--- src/rtl/tps_pkg.sv ---
`default_nettype none

package tps_pkg;

    // One table entry as held in the entry memory.
    typedef struct packed {
        logic [7:0] id;
        logic [3:0] prio;
        logic [6:0] rem;
    } t_entry;

    typedef enum logic [2:0] {
        S_IDLE,
        S_SCAN1,
        S_APPLY,
        S_SCAN2,
        S_FINISH
    } t_state;

    typedef enum logic [1:0] {
        REQ_ADD      = 2'd0,
        REQ_RUN_HEAD = 2'd1,
        REQ_RUN_ID   = 2'd2,
        REQ_REMOVE   = 2'd3
    } t_req;

    localparam logic [2:0] STAT_OK    = 3'd0;
    localparam logic [2:0] STAT_NONE  = 3'd1;
    localparam logic [2:0] STAT_FULL  = 3'd2;
    localparam logic [2:0] STAT_BAD   = 3'd3;
    localparam logic [2:0] STAT_NO_ID = 3'd4;

    localparam logic       POL_PRIO   = 1'b0;
    localparam logic [3:0] PRIO_LIMIT = 4'd9;
    localparam logic [6:0] RUNS_LIMIT = 7'd100;
    localparam logic [7:0] FIRST_ID   = 8'd1;

endpackage

`default_nettype wire

--- src/rtl/tps_req_if.sv ---
`default_nettype none

interface tps_req_if;
    logic       valid;
    logic       ready;
    logic [1:0] req_type;
    logic [7:0] task_id;
    logic [3:0] task_priority;
    logic [6:0] run_count;

    modport source (output valid, output req_type, output task_id,
                    output task_priority, output run_count, input ready);
    modport sink   (input valid, input req_type, input task_id,
                    input task_priority, input run_count, output ready);
endinterface

`default_nettype wire

--- src/rtl/tps_rsp_if.sv ---
`default_nettype none

interface tps_rsp_if;
    logic       valid;
    logic       ready;
    logic [2:0] status;
    logic [7:0] assigned_id;
    logic       finished;
    logic [7:0] head_id;
    logic [3:0] head_priority;
    logic [6:0] head_remaining;
    logic [4:0] task_count;

    modport source (output valid, output status, output assigned_id, output finished,
                    output head_id, output head_priority, output head_remaining,
                    output task_count, input ready);
    modport sink   (input valid, input status, input assigned_id, input finished,
                    input head_id, input head_priority, input head_remaining,
                    input task_count, output ready);
endinterface

`default_nettype wire

--- src/rtl/tps_cfg_if.sv ---
`default_nettype none

interface tps_cfg_if;
    logic valid;
    logic ready;
    logic policy;

    modport source (output valid, output policy, input ready);
    modport sink   (input valid, input policy, output ready);
endinterface

`default_nettype wire

--- src/rtl/tps_cmp.sv ---
`default_nettype none

module tps_cmp
    import tps_pkg::*;
(
    input  logic   i_policy,
    input  t_entry i_cand,
    input  t_entry i_best,
    output logic   o_ahead
);

    // True when the candidate entry should come before the current best.
    // Ties on the policy key go to the larger, newer id.
    always_comb begin
        if (i_policy == POL_PRIO && i_cand.prio != i_best.prio) begin
            o_ahead = (i_cand.prio > i_best.prio);
        end else if (i_policy != POL_PRIO && i_cand.rem != i_best.rem) begin
            o_ahead = (i_cand.rem < i_best.rem);
        end else begin
            o_ahead = (i_cand.id > i_best.id);
        end
    end

endmodule

`default_nettype wire

--- src/rtl/task_priority_scheduler.sv ---
// A request is taken only in idle and then runs two table scans, one before and one after
// its update; each of the two table scans reads one entry per cycle. The shared compare
// unit and the single read port of the entry memory make the scans run one after the other.
// Requests are not taken meanwhile, nor while a finished result waits for the output
// register to be freed.
// Reset (synchronous, active low): table empty, policy 0, next id 1, no result pending.
`default_nettype none

module task_priority_scheduler
    import tps_pkg::*;
#(
    parameter int MAX_TASKS = 16
) (
    input  wire        i_clk,
    input  wire        i_rst_n,
    tps_req_if.sink    i_req,
    tps_rsp_if.source  o_rsp,
    tps_cfg_if.sink    i_cfg
);

    localparam int IW = $clog2(MAX_TASKS);
    localparam int CW = $clog2(MAX_TASKS + 1);
    localparam logic [IW-1:0] LAST_IDX = IW'(MAX_TASKS - 1);

    // Control and policy state.
    t_state          r_state, n_state;
    logic            r_policy;
    logic [MAX_TASKS-1:0] r_valid;
    logic [CW-1:0]   r_count;
    logic [7:0]      r_next_id;

    // Entry memory and its registered read port.
    t_entry          r_mem [MAX_TASKS];
    logic [IW-1:0]   r_addr;
    logic            r_iss;
    logic            r_rd_vld;
    logic [IW-1:0]   r_rd_idx;
    t_entry          r_rd_data;

    // The request being worked on.
    logic [1:0]      r_req_type;
    logic [7:0]      r_tid;
    logic [3:0]      r_prio;
    logic [6:0]      r_runs;

    // Scan accumulators.
    logic            r_hfound;
    t_entry          r_best;
    logic [IW-1:0]   r_best_idx;
    logic            r_found;
    t_entry          r_match_ent;
    logic [IW-1:0]   r_match_idx;
    logic            r_free_found;
    logic [IW-1:0]   r_free_idx;

    // Per-request result fields, settled in the apply step.
    logic [2:0]      r_status;
    logic [7:0]      r_assigned;
    logic            r_finished;

    // Output register.
    logic            r_out_valid;
    logic [2:0]      r_out_status;
    logic [7:0]      r_out_assigned;
    logic            r_out_finished;
    logic [7:0]      r_out_head_id;
    logic [3:0]      r_out_head_prio;
    logic [6:0]      r_out_head_rem;
    logic [4:0]      r_out_count;

    // Sequencer controls.
    logic            c_accept;
    logic            c_start;
    logic            c_last;
    logic            c_load_out;

    logic            cur_v;
    logic            cur_ahead;

    // Apply decode.
    logic [2:0]      a_status;
    logic [7:0]      a_assigned;
    logic            a_finished;
    logic            a_wr;
    logic [IW-1:0]   a_idx;
    t_entry          a_data;
    logic            a_set;
    logic            a_clr;
    logic            tgt_ok;
    logic [IW-1:0]   tgt_idx;
    t_entry          tgt_ent;

    assign i_req.ready = (r_state == S_IDLE);
    assign i_cfg.ready = 1'b1;
    assign c_accept    = i_req.valid && (r_state == S_IDLE);
    assign c_last      = r_rd_vld && (r_rd_idx == LAST_IDX);
    assign cur_v       = r_valid[r_rd_idx];

    // The one compare unit, shared by both scans.
    tps_cmp u_cmp (
        .i_policy (r_policy),
        .i_cand   (r_rd_data),
        .i_best   (r_best),
        .o_ahead  (cur_ahead)
    );

    // Next state.
    always_comb begin
        n_state = r_state;
        unique case (r_state)
            S_IDLE: begin
                if (i_req.valid) n_state = S_SCAN1;
            end
            S_SCAN1: begin
                if (c_last) n_state = S_APPLY;
            end
            S_APPLY: begin
                n_state = S_SCAN2;
            end
            S_SCAN2: begin
                if (c_last) n_state = S_FINISH;
            end
            S_FINISH: begin
                if (!r_out_valid || o_rsp.ready) n_state = S_IDLE;
            end
            default: n_state = S_IDLE;
        endcase
    end

    // Sequencer outputs.
    always_comb begin
        c_start    = 1'b0;
        c_load_out = 1'b0;
        unique case (r_state)
            S_IDLE:   c_start    = i_req.valid;
            S_APPLY:  c_start    = 1'b1;
            S_FINISH: c_load_out = !r_out_valid || o_rsp.ready;
            default: begin
                c_start    = 1'b0;
                c_load_out = 1'b0;
            end
        endcase
    end

    // Decide what the request does to the table, from the first scan's findings.
    always_comb begin
        a_status   = STAT_OK;
        a_assigned = 8'd0;
        a_finished = 1'b0;
        a_wr       = 1'b0;
        a_idx      = r_free_idx;
        a_data     = '{id: r_next_id, prio: r_prio, rem: r_runs};
        a_set      = 1'b0;
        a_clr      = 1'b0;
        tgt_ok     = (r_req_type == REQ_RUN_HEAD) ? r_hfound    : r_found;
        tgt_idx    = (r_req_type == REQ_RUN_HEAD) ? r_best_idx  : r_match_idx;
        tgt_ent    = (r_req_type == REQ_RUN_HEAD) ? r_best      : r_match_ent;
        unique case (r_req_type)
            REQ_ADD: begin
                if (r_prio < 4'd1 || r_prio >= PRIO_LIMIT ||
                    r_runs < 7'd1 || r_runs >= RUNS_LIMIT) begin
                    a_status = STAT_BAD;
                end else if (!r_free_found) begin
                    a_status = STAT_FULL;
                end else if (r_next_id == 8'd0) begin
                    a_status = STAT_NO_ID;
                end else begin
                    a_wr       = 1'b1;
                    a_set      = 1'b1;
                    a_assigned = r_next_id;
                end
            end
            REQ_RUN_HEAD, REQ_RUN_ID: begin
                a_idx = tgt_idx;
                if (!tgt_ok) begin
                    a_status = STAT_NONE;
                end else if (tgt_ent.rem > 7'd1) begin
                    a_wr       = 1'b1;
                    a_data     = tgt_ent;
                    a_data.rem = tgt_ent.rem - 7'd1;
                end else begin
                    a_clr      = 1'b1;
                    a_finished = 1'b1;
                end
            end
            REQ_REMOVE: begin
                a_idx = tgt_idx;
                if (!tgt_ok) begin
                    a_status = STAT_NONE;
                end else begin
                    a_clr = 1'b1;
                end
            end
            default: a_status = STAT_NONE;
        endcase
    end

    // Entry memory: one write port, one registered read port.
    always_ff @(posedge i_clk) begin
        if (r_state == S_APPLY && a_wr) begin
            r_mem[a_idx] <= a_data;
        end
        if (r_iss) begin
            r_rd_data <= r_mem[r_addr];
        end
    end

    // Control state.
    always_ff @(posedge i_clk) begin
        if (!i_rst_n) begin
            r_state     <= S_IDLE;
            r_policy    <= 1'b0;
            r_valid     <= '0;
            r_count     <= '0;
            r_next_id   <= FIRST_ID;
            r_iss       <= 1'b0;
            r_rd_vld    <= 1'b0;
            r_out_valid <= 1'b0;
        end else begin
            r_state <= n_state;
            if (i_cfg.valid) begin
                r_policy <= i_cfg.policy;
            end

            // Read address sequencing for a scan over all slots.
            if (c_start) begin
                r_iss <= 1'b1;
            end else if (r_iss && r_addr == LAST_IDX) begin
                r_iss <= 1'b0;
            end
            r_rd_vld <= r_iss;

            if (r_state == S_APPLY) begin
                if (a_set) begin
                    r_valid[a_idx] <= 1'b1;
                    r_count        <= r_count + CW'(1);
                    r_next_id      <= r_next_id + 8'd1;
                end else if (a_clr) begin
                    r_valid[a_idx] <= 1'b0;
                    r_count        <= r_count - CW'(1);
                end
            end

            if (c_load_out) begin
                r_out_valid <= 1'b1;
            end else if (o_rsp.ready) begin
                r_out_valid <= 1'b0;
            end
        end
    end

    // Datapath: request capture, scan accumulators, result fields.
    always_ff @(posedge i_clk) begin
        if (c_accept) begin
            r_req_type <= i_req.req_type;
            r_tid      <= i_req.task_id;
            r_prio     <= i_req.task_priority;
            r_runs     <= i_req.run_count;
        end

        if (c_start) begin
            r_addr <= '0;
        end else if (r_iss && r_addr != LAST_IDX) begin
            r_addr <= r_addr + IW'(1);
        end
        r_rd_idx <= r_addr;

        if (c_start) begin
            r_hfound     <= 1'b0;
            r_found      <= 1'b0;
            r_free_found <= 1'b0;
        end else if (r_rd_vld) begin
            // Head search runs in both scans.
            if (cur_v && (!r_hfound || cur_ahead)) begin
                r_hfound   <= 1'b1;
                r_best     <= r_rd_data;
                r_best_idx <= r_rd_idx;
            end
            // Id lookup and lowest free slot only matter before the update.
            if (r_state == S_SCAN1) begin
                if (cur_v && !r_found && r_tid != 8'd0 && r_rd_data.id == r_tid) begin
                    r_found     <= 1'b1;
                    r_match_ent <= r_rd_data;
                    r_match_idx <= r_rd_idx;
                end
                if (!cur_v && !r_free_found) begin
                    r_free_found <= 1'b1;
                    r_free_idx   <= r_rd_idx;
                end
            end
        end

        if (r_state == S_APPLY) begin
            r_status   <= a_status;
            r_assigned <= a_assigned;
            r_finished <= a_finished;
        end

        if (c_load_out) begin
            r_out_status    <= r_status;
            r_out_assigned  <= r_assigned;
            r_out_finished  <= r_finished;
            r_out_head_id   <= r_hfound ? r_best.id   : 8'd0;
            r_out_head_prio <= r_hfound ? r_best.prio : 4'd0;
            r_out_head_rem  <= r_hfound ? r_best.rem  : 7'd0;
            r_out_count     <= 5'(r_count);
        end
    end

    assign o_rsp.valid          = r_out_valid;
    assign o_rsp.status         = r_out_status;
    assign o_rsp.assigned_id    = r_out_assigned;
    assign o_rsp.finished       = r_out_finished;
    assign o_rsp.head_id        = r_out_head_id;
    assign o_rsp.head_priority  = r_out_head_prio;
    assign o_rsp.head_remaining = r_out_head_rem;
    assign o_rsp.task_count     = r_out_count;

    // The task count register tracks the valid bits exactly.
    a_count_matches: assert property (@(posedge i_clk) disable iff (!i_rst_n)
        r_count == CW'($countones(r_valid)))
        else $error("task count out of step with valid bits");

    // The count never exceeds the table size.
    a_count_bound: assert property (@(posedge i_clk) disable iff (!i_rst_n)
        r_count <= CW'(MAX_TASKS))
        else $error("task count above table size");

    // An accepted request starts a clean first scan.
    a_scan_start: assert property (@(posedge i_clk) disable iff (!i_rst_n)
        (i_req.valid && i_req.ready) |=> (r_state == S_SCAN1 && !r_hfound && !r_rd_vld))
        else $error("first scan did not start cleanly");

    // Once ids are exhausted they stay exhausted.
    a_ids_exhausted: assert property (@(posedge i_clk) disable iff (!i_rst_n)
        (r_next_id == 8'd0) |=> (r_next_id == 8'd0))
        else $error("id supply revived after exhaustion");

endmodule

`default_nettype wire

--- src/flat_wrapper.sv ---
// flat-port wrapper written by rule: the top's interface ports become plain ports
module task_priority_scheduler_flat import tps_pkg::*;
#(
    parameter int MAX_TASKS = 16
)
  (i_clk, i_rst_n, i_req_valid, i_req_req_type, i_req_task_id, i_req_task_priority, i_req_run_count, i_req_ready, o_rsp_valid, o_rsp_status, o_rsp_assigned_id, o_rsp_finished, o_rsp_head_id, o_rsp_head_priority, o_rsp_head_remaining, o_rsp_task_count, o_rsp_ready, i_cfg_valid, i_cfg_policy, i_cfg_ready);
  tps_req_if i_req_i ();
  tps_rsp_if o_rsp_i ();
  tps_cfg_if i_cfg_i ();
  input  wire i_clk;
  input  wire i_rst_n;
  input wire logic [$bits(i_req_i.valid)-1:0] i_req_valid;
  input wire logic [$bits(i_req_i.req_type)-1:0] i_req_req_type;
  input wire logic [$bits(i_req_i.task_id)-1:0] i_req_task_id;
  input wire logic [$bits(i_req_i.task_priority)-1:0] i_req_task_priority;
  input wire logic [$bits(i_req_i.run_count)-1:0] i_req_run_count;
  output wire logic [$bits(i_req_i.ready)-1:0] i_req_ready;
  output wire logic [$bits(o_rsp_i.valid)-1:0] o_rsp_valid;
  output wire logic [$bits(o_rsp_i.status)-1:0] o_rsp_status;
  output wire logic [$bits(o_rsp_i.assigned_id)-1:0] o_rsp_assigned_id;
  output wire logic [$bits(o_rsp_i.finished)-1:0] o_rsp_finished;
  output wire logic [$bits(o_rsp_i.head_id)-1:0] o_rsp_head_id;
  output wire logic [$bits(o_rsp_i.head_priority)-1:0] o_rsp_head_priority;
  output wire logic [$bits(o_rsp_i.head_remaining)-1:0] o_rsp_head_remaining;
  output wire logic [$bits(o_rsp_i.task_count)-1:0] o_rsp_task_count;
  input wire logic [$bits(o_rsp_i.ready)-1:0] o_rsp_ready;
  input wire logic [$bits(i_cfg_i.valid)-1:0] i_cfg_valid;
  input wire logic [$bits(i_cfg_i.policy)-1:0] i_cfg_policy;
  output wire logic [$bits(i_cfg_i.ready)-1:0] i_cfg_ready;
  assign i_req_i.valid = i_req_valid;
  assign i_req_i.req_type = i_req_req_type;
  assign i_req_i.task_id = i_req_task_id;
  assign i_req_i.task_priority = i_req_task_priority;
  assign i_req_i.run_count = i_req_run_count;
  assign i_req_ready = i_req_i.ready;
  assign o_rsp_valid = o_rsp_i.valid;
  assign o_rsp_status = o_rsp_i.status;
  assign o_rsp_assigned_id = o_rsp_i.assigned_id;
  assign o_rsp_finished = o_rsp_i.finished;
  assign o_rsp_head_id = o_rsp_i.head_id;
  assign o_rsp_head_priority = o_rsp_i.head_priority;
  assign o_rsp_head_remaining = o_rsp_i.head_remaining;
  assign o_rsp_task_count = o_rsp_i.task_count;
  assign o_rsp_i.ready = o_rsp_ready;
  assign i_cfg_i.valid = i_cfg_valid;
  assign i_cfg_i.policy = i_cfg_policy;
  assign i_cfg_ready = i_cfg_i.ready;
  task_priority_scheduler #(.MAX_TASKS(MAX_TASKS)) u_core (.i_clk(i_clk), .i_rst_n(i_rst_n), .i_req(i_req_i), .o_rsp(o_rsp_i), .i_cfg(i_cfg_i));
endmodule
--- config.mk ---
export PLATFORM = sky130hd
export DESIGN_NAME = task_priority_scheduler_flat
export DESIGN_NICKNAME = d
export VERILOG_FILES = /design/src/rtl/tps_pkg.sv /design/src/rtl/tps_req_if.sv /design/src/rtl/tps_rsp_if.sv /design/src/rtl/tps_cfg_if.sv /design/src/rtl/tps_cmp.sv /design/src/rtl/task_priority_scheduler.sv /design/src/flat_wrapper.sv
export SDC_FILE = /design/constraint.sdc
export NUM_CORES = 1
export LEC_CHECK = 0
export ABC_AREA = 1
export BUFFER_PORTS_ARGS = -buffer_cell sky130_fd_sc_hd__buf_2
export CORE_MARGIN = 2
export CORE_UTILIZATION = 62
export CTS_CLUSTER_DIAMETER = 30
export DETAILED_ROUTE_END_ITERATION = 10
export GPL_TIMING_DRIVEN = 0
export PLACE_DENSITY_LB_ADDON = 0.25
export REMOVE_ABC_BUFFERS = 1
export SYNTH_ARGS = -nofsm -noshare
export SYNTH_HDL_FRONTEND = slang
export SYNTH_SLANG_ARGS = --single-unit
--- constraint.sdc ---
create_clock -name i_clk -period 5.35 [get_ports i_clk]
set_clock_uncertainty 0.2 [all_clocks]
set_input_delay 1.07 -clock i_clk [delete_from_list [all_inputs] [get_ports i_clk]]
set_output_delay 1.07 -clock i_clk [all_outputs]
set_load 0.1 [all_outputs]
==> results.md, run 1 <==
- The die height is 184 µm.
- The number of warnings printed during yosys synthesis is 0.
- The cell family contributing the most delay on the critical path is buffers and inverters.
- The depth of the CTS H-tree is 3.
- Across the run, the number of max-cap violations was 0.
- The maximum net fanout on the critical path is 41.
- The most used flip-flop cell after synthesis is edfxtp_1.
- The initial cell density of the core is 0.633.
- The die width is 184 µm.
- The final-report hold violation count is 0.
- The detailed-route DRC error count is 0.
- The capturing element type of the critical path is a flop.
- The slew at the pin closest to its max-slew limit is ~1.5 ns.
- The sequential-to-total area share from yosys stat is 0.710.
- The library cell used as clock root buffer is clkbuf_16.
- Timing would allow up to 199 MHz.
- The number of input and output port buffers inserted is 64.
- The routed layout has approximately 14000 vias.
- The number of clock buffers added by TritonCTS is 89.
- For this design the static power due to leakage is 8.90 nW.
- between 60 and 70 I/O pins were placed.
- After synthesis, the cell types taking the most area are edfxtp_1 (66%), o21ai_0 (4.9%), dfxtp_1 (4.7%).
- The delay contributed by the slowest stage of the critical path is between 0.7 and 0.8 ns.
- For this run, the total global-route usage over all layers was measured as 0.300.
- The completed layout was analyzed and its total power is 12.5 mW.
- Setup repair after global routing left no endpoint under its margin.
- The clock slew at the register clock pins of the worst setup and hold paths is 0.04 ns.
- The number of clock sinks is 489.
- Entering global routing, the biggest net connects approximately 120 pins.
- Hold is met by 0.214 ns.
- edfxtp_1 takes more of the synthesized area than any other cell.
- The type of the worst setup path is flop to flop.
- Data on the critical path is required at its endpoint by approximately 5.4 ns.
- The ratio of routed vias to standard cells is 6.19.
- The signal on the critical path passes through inv_1 -> ha_2 -> inv_2 -> o21ai_2 -> inv_1 -> ha_1 -> inv_1 -> nand2_1 -> nand3_2 -> nand3_2 -> inv_2 -> o211ai_4 -> nor3_4 -> buf_16.
- The share of synthesized area in the top cell type comes to 0.663.
- The worst hold path belongs to the class flop to flop.
- Compared with the post-synthesis result, the final layout area differs by 22.1%.
- After the first detailed-routing iteration, the DRC count stood at 1628.
- The path with the worst hold slack has its endpoint at u_core.o_rsp.status[0].
- The number of instances in the synthesized netlist is approximately 1700.
- Routability-driven placement finished with a final weighted congestion of 0.886.
- The share of async-settable or async-resettable flops after synthesis is 0.
- The floorplan die area is roughly 34000 µm².
- The run finished with clean final reports.
- The worst register-to-register path has a depth of 14.
- The aggregate global routing overflow is 0.
- The worst register-to-register path begins at u_core.r_req_type[1].
- The flip-flop and latch count after synthesis is 489.
- The worst pin sits at a relative slew slack of 0.0217.
- The power density over cell area is 511 nW/µm².
- The startpoint identified for the worst hold timing path is u_core.r_status[0].
- The sequential cell area is 14200 µm².
- The iteration count of the initial detailed-routing pass is 6.
- The post-detailed-placement half-perimeter wirelength is 28900 µm.
- The slowest stage of the critical path is the nor3_4 cell.
- The number of pins exceeding their max-slew limit in the final report came to 0.
- The count of buffering cells on the critical path with inverters included is 6.
- The worst hold path stage count is 0.
- The final layout contains routed wiring with a total length of 49700 µm.
- The number of distinct library cells after synthesis is 47.
- The core region is 31600 µm².
- The number of flops mapped to enable cells by yosys is 442.
- Among the stages of the critical path, the cell type that occurs most often is inv_1.
- Data arrives at the worst endpoint at 5.11 ns.
- In the final design database the tool counted 1850 nets.
- The cell area after synthesis is approximately 20000 µm².
- The maximum buffer depth of the clock tree is 3.
- The worst voltage drop across the vdd grid is about 0.41 mV.
- The endpoint identified for the worst register-to-register timing path is u_core.r_mem[3][3].
- The count of nets left with antenna violations once routing finished came out at 0.
- The global-route wire length before repair is 76200 µm.
- The clock reaches the later pin of the worst-skew pair after 0.59 ns.
- In the final layout, the share of cells above drive strength 1 is 0.171.
- After floorplanning, the core was divided into 65 placement rows.
- Setup violations remaining at the end of the flow were counted as 0.
- The minimum setup slack among reg-to-reg paths is roughly 0.33 ns.
- For the finished layout, the period the worst path requires is between 5 and 6 ns.
- In the final routed layout, each cell accounts on average for around 22 µm.
- The area of placed instances is 21200 µm².
- The via count of the first global-routing pass is 13670.
- The initial antenna violation count is 1.
- The worst setup path is launched from a flop.
- The clock tree from TritonCTS is yes.
- The part of the cycle the worst path needs is 0.938.
- The area of all placed cells without fillers is 24400 µm².
- The number of inserted filler cells in the final layout is approximately 1700.
- The footprint of the multi-input gates is 5090 µm².
- The post-synthesis area per instance is 12.0 µm².
- Hold repair after CTS inserted 0 buffers.
==> metrics by stage <==
| step | setup TNS (ns) | util | cells | worst slack (ns) |
|---|---|---|---|---|
| 3_5_place_dp | -11.83 | 0.671 | 2097 | -0.167 |
| 6_report | 0 | 0.773 | 2266 | 0.329 |
| 4_1_cts | 0 | 0.771 | 2261 | 0.331 |
| 2_1_floorplan | -29.50 | - | 1591 | -1.43 |
| 3_3_place_gp | -499.41 | 0.648 | 2057 | -5.50 |
| 5_1_grt | 0 | 0.772 | 2265 | 0.00503 |
==> synth_stat cells (all sizes together) (7+ instances only) <==
cell / number
nand3: 34
inv: 130
dfxtp: 47
xor2: 7
clkbuf: 66
o22ai: 81
nor3: 28
buf: 13
ha: 33
o211ai: 19
edfxtp: 442
nor2: 232
a21oi: 44
o21ai: 210
nand2: 224
nand4: 29
==> cells by family (layout without fill, tap and decap cells) <==
group,Yosys count,after routing,synth area share
xor+xnor,10,10,0.00438
buf+inv,211,404,0.0423
fa+ha+maj,33,33,0.0206
compound gates,368,368,0.104
flops,489,489,0.710
other cells,1,2,0.000187
simple gates,558,558,0.118
==> report_power, final <==
group	total [mW]	leakage, nW	switching [mW]	internal, mW
sequential	4.77	4.39	0.299	4.47
combinational	1.89	2.99	1.33	0.562
clock	5.83	1.52	1.92	3.91
total	12.5	8.90	3.55	8.94
==> sequential cells by signal (all words and copies together), names as in the netlist, 4 cells and up, named ones only <==
signal                       cells
u_core.o_rsp.assigned_id         8
u_core.o_rsp.head_id             8
u_core.o_rsp.head_priority       4
u_core.o_rsp.head_remaining      7
u_core.o_rsp.task_count          5
u_core.r_addr                    4
u_core.r_assigned                8
u_core.r_best                   19
u_core.r_best_idx                4
u_core.r_count                   5
u_core.r_free_idx                4
u_core.r_match_ent              19
u_core.r_match_idx               4
u_core.r_mem                   304
u_core.r_next_id                 8
u_core.r_prio                    4
u_core.r_rd_data                19
u_core.r_rd_idx                  4
u_core.r_runs                    7
u_core.r_tid                     8
==> how the worst max path moves through the flow <==
| stage | start | to | slack, ns | cells past startpoint |
|---|---|---|---|---|
| 6_report | u_core.r_req_type[1] | u_core.r_mem[3][3] | 0.33 | 14 |
| 5_1_grt | u_core.r_req_type[1] | u_core.r_mem[3][3] | 0.005 | 14 |
| 4_1_cts | u_core.r_req_type[1] | u_core.r_mem[11][14] | 0.33 | 14 |
| 3_5_place_dp | u_core.r_req_type[1] | u_core.r_mem[11][4] | -0.17 | 14 |
| 3_3_place_gp | u_core.r_addr[0] | u_core.r_rd_data[2] | -5.50 | 5 |
| 2_1_floorplan | u_core.r_addr[0] | u_core.r_rd_data[10] | -1.43 | 5 |
==> timing repair <==
| action | CTS | global route |
|---|---|---|
| endpoints found under the setup margin | 198 | 14 |
| buffers inserted | 0 | 4 |
| pin swaps | 0 | 2 |
| resized for setup | 1 | 1 |
==> cell type report <==
cell class,instances,area share
inverter,132,0.0207
multi-input combinational,970,0.208
tap,402,0.0206
antenna,1,0.000102
sequential,489,0.582
timing repair buffer,108,0.0392
clock buffer,99,0.0948
clock inverter,65,0.0344
==> layer usage <==
metal  vias to the layer above  global-route usage  routed length (µm)
met2                       895               0.480               23800
met3                       179              0.0668                4920
met5                         -                   0                   0
met1                      6712               0.387               18700
li1                       6244                   -                   -
met4                         0               0.157                2290
==> cell usage in the layout (no fill, tap or decap), types with 40 or more instances in the layout <==
| cell type | instances |
|---|---|
| edfxtp_1 | 442 |
| nor2_1 | 224 |
| nand2_1 | 219 |
| o21ai_0 | 181 |
| inv_1 | 118 |
| clkbuf_16 | 91 |
| o22ai_1 | 81 |
| buf_2 | 64 |
| dfxtp_1 | 45 |
| a21oi_1 | 40 |
(Power assumes the default switching activity.)
==> run 2: changes to the inputs <==
--- a/config.mk
+++ b/config.mk
@@ -8,7 +8,7 @@
 export ABC_AREA = 1
 export BUFFER_PORTS_ARGS = -buffer_cell sky130_fd_sc_hd__buf_2
 export CORE_MARGIN = 2
-export CORE_UTILIZATION = 62
+export CORE_UTILIZATION = 56
 export CTS_CLUSTER_DIAMETER = 30
 export DETAILED_ROUTE_END_ITERATION = 10
 export GPL_TIMING_DRIVEN = 0
==> constraint.sdc (replaced) <==
create_clock -name i_clk -period 4.58 [get_ports i_clk]
set_clock_uncertainty 0.2 [all_clocks]
set_input_delay 0.916 -clock i_clk [delete_from_list [all_inputs] [get_ports i_clk]]
set_output_delay 0.916 -clock i_clk [all_outputs]
set_load 0.1 [all_outputs]
==> run 2 against run 1 <==
Setup slack lost 0.025 ns. Sequential cell count unchanged. Largest cell class unchanged. Highest routed layer unchanged. Critical endpoint is now u_core.r_mem[14][6]. Non-clock buffer count is 17 higher. Die area increased by 10%. First-iteration DRC count is 18% lower. Largest power group unchanged.
==> results.md, run 2 (synthesized netlist as in run 1, its figures left out) <==
- u_core.r_mem holds more flip-flops than any other register.
- The critical path is of the flop to flop type.
- The depth of the CTS H-tree was 3 (unchanged).
- The detailed-route DRC error count is 0 (unchanged).
- The die height is 193 µm (+5.1%).
- The worst-skew pair later-pin latency came to 0.59 ns (about the same).
- The I/O pin count is 66 (unchanged).
- The synthesis-to-finish area growth is 23.3%.
- The worst path required time came to 4.66 ns (-0.78 ns).
- The total negative slack is 0 ns (unchanged).
- The maximum buffer depth of the clock tree came to 3 (unchanged).
- The tree is rooted in a clkbuf_16.
- The total number of nets in the final design came to 1865 (+0.81%).
- The number of antenna diodes came to 0 (-1).
- The flip-flop count of the largest register after layout is 304 (unchanged).
- The worst setup path is launched from a flop.
- The number of inserted filler cells in the final layout is 2298 (+32%).
- The total detailed-routing wirelength was 49800 µm (+0.18%).
- The post-detailed-placement half-perimeter wirelength came to 29500 µm (+1.9%).
- The minimum setup slack among reg-to-reg paths is 0.30 ns (-0.03 ns).
- STA classifies the critical path endpoint as a flop.
- The maximum number of pins on one net before global-route repair is 99 (-15%).
- The part of the cycle the worst path needs was 0.934 (-0.00484).
- The worst relative slew slack came to 0.0741 (+0.0525).
- The critical path goes through inv_1 -> ha_4 -> inv_2 -> o21ai_2 -> inv_1 -> ha_1 -> inv_1 -> nand2_1 -> nand3_2 -> nand3_2 -> clkinv_2 -> o211ai_4 -> buf_12 -> nor3_4 -> buf_4.
- The run finished with clean final reports.
- The total of endpoints with negative setup slack in the final report is 0 (unchanged).
- The worst hold path belongs to the class flop to flop.
- The initial cell density of the core is 0.566 (-0.0672).
- The smallest hold slack is 0.206 ns (-0.00775 ns).
- The number of maximum-capacitance constraint violations is 0 (unchanged).
- The setup slack at placement was -0.461 ns (-0.294 ns).
- The clock slew at the register clock pins of the worst setup and hold paths is 0.05 ns (about the same).
- The global router's overall resource usage is 0.267 (-0.0325).
- The ratio of routed vias to standard cells came to 5.94 (-4.0%).
- The total core area is 35400 µm² (+12%).
- The leakage power is 9.01 nW (+1.3%).
- The initial DRC count is 1337 (-18%).
- The count of hold buffers inserted by post-cts repair is 0 (unchanged).
- The worst setup slack after layout came to 0.304 ns (-0.0253 ns).
- The CTS buffer count was 87 (-2.2%).
- The leading cell type in the layout, fill and taps excluded is edfxtp_1.
- The maximum net fanout on the critical path is 41 (unchanged).
- TritonCTS built the clock tree.
- The row count is 69 (+6.2%).
- The delay contributed by the slowest stage of the critical path was 0.46 ns (-0.32 ns).
- The final-report hold violation count is 0 (unchanged).
- The average wire per cell in the routed design is 21.3 µm (-2.9%).
- Counting stages on the worst path, the most repeated cell is inv_1.
- The number of clock sinks is 489 (unchanged).
- The via count of the first global-routing pass is 13335 (-2.5%).
- The data arrival at the endpoint of the critical path came to 4.35 ns (-0.76 ns).
- The number of pins exceeding their max-slew limit in the final report was 0 (unchanged).
- The die width is 193 µm (+5.1%).
- The initial antenna violation count is 0 (-1).
- The aggregate global routing overflow was 0 (unchanged).
- The iteration count of the initial detailed-routing pass was 8 (+2).
- The share of cells above drive strength 1 is 0.181 (+0.00991).
- The worst voltage drop across the vdd grid is 0.381 mV (-6.1%).
- The total via count in the routed design was 13899 (-0.93%).
- The power density over cell area came to 577 nW/µm² (+13%).
- The number of nets still failing antenna checks after routing is 0 (unchanged).
- The global-route wire length before repair is 74300 µm (-2.5%).
- The cell at the slowest stage of the critical path is ha_4.
- The maximum clock frequency is 234 MHz (+17%).
- The total power after layout is 14.2 mW (+14%).
- Setup repair after global routing left no endpoint under its margin.
- The final core area utilization is 0.697 (-0.0751).
- The slew at the pin closest to its max-slew limit is 1.39 ns (-0.0786 ns).
- The minimum clock period is 4.28 ns (-0.745 ns).
- The placer congestion estimate is 0.898 (+1.3%).
- The floorplan die area came to 37300 µm² (+10%).
- The number of input and output port buffers inserted came to 64 (unchanged).
- In the layout the commonest cells are edfxtp_1 (442), nor2_1 (224), nand2_1 (219).
-- run 2: path summary, 6_finish.rpt --
check,from,cells after the start,end
hold reg to reg,u_core.r_status[2],0,u_core.o_rsp.status[2]
setup reg to reg,u_core.r_req_type[1],15,u_core.r_mem[14][6]
setup / recovery,u_core.r_req_type[1],15,u_core.r_mem[14][6]
hold / removal,u_core.r_status[2],0,u_core.o_rsp.status[2]
-- run 2: critical path: cells and delay by family (launching register included) --
family	cells	cell delay, ns
and+or+nand+nor	4	0.79
buffers and inverters	7	1.46
DFF	1	0.43
adders and majority gates	2	0.64
AOI/OAI and AO/OA	2	0.38
-- run 2: repair_timing --
item                       4_1_cts  5_1_grt
setup buffers                   16        5
gates resized for setup          4        5
gates cloned                     0        0
pin swaps                        9        3
setup endpoints to repair      384      320
-- run 2: power breakdown --
group	leakage [nW]	total [mW]	internal, mW	switching [mW]
registers	4.39	5.50	5.22	0.287
logic	3.17	2.29	0.674	1.62
clock network	1.45	6.45	4.18	2.28
-- run 2: metal layers --
metal	up-vias	global-route usage	wire length [µm]
met4	0	0.125	1830
met3	151	0.0516	4680
li1	6276	-	-
met5	-	0	0
met1	6708	0.343	19000
met2	764	0.442	24300
-- run 2: cell type report --
type	count	area, µm²	area share
well taps	461	577	0.0234
clock inverters	66	746	0.0302
repair buffers	125	1240	0.0501
multi-input cells	970	5150	0.209
inverters	132	507	0.0205
flip-flops and latches	489	14200	0.576
clock buffers	95	2250	0.0911
-- run 2: per-stage QoR --
stage	area, µm²	cells
final	24700	2338
after global routing	24700	2338
after CTS	24600	2333
after detailed placement	21300	2156
after global placement	20600	2116
after floorplan	19700	1591
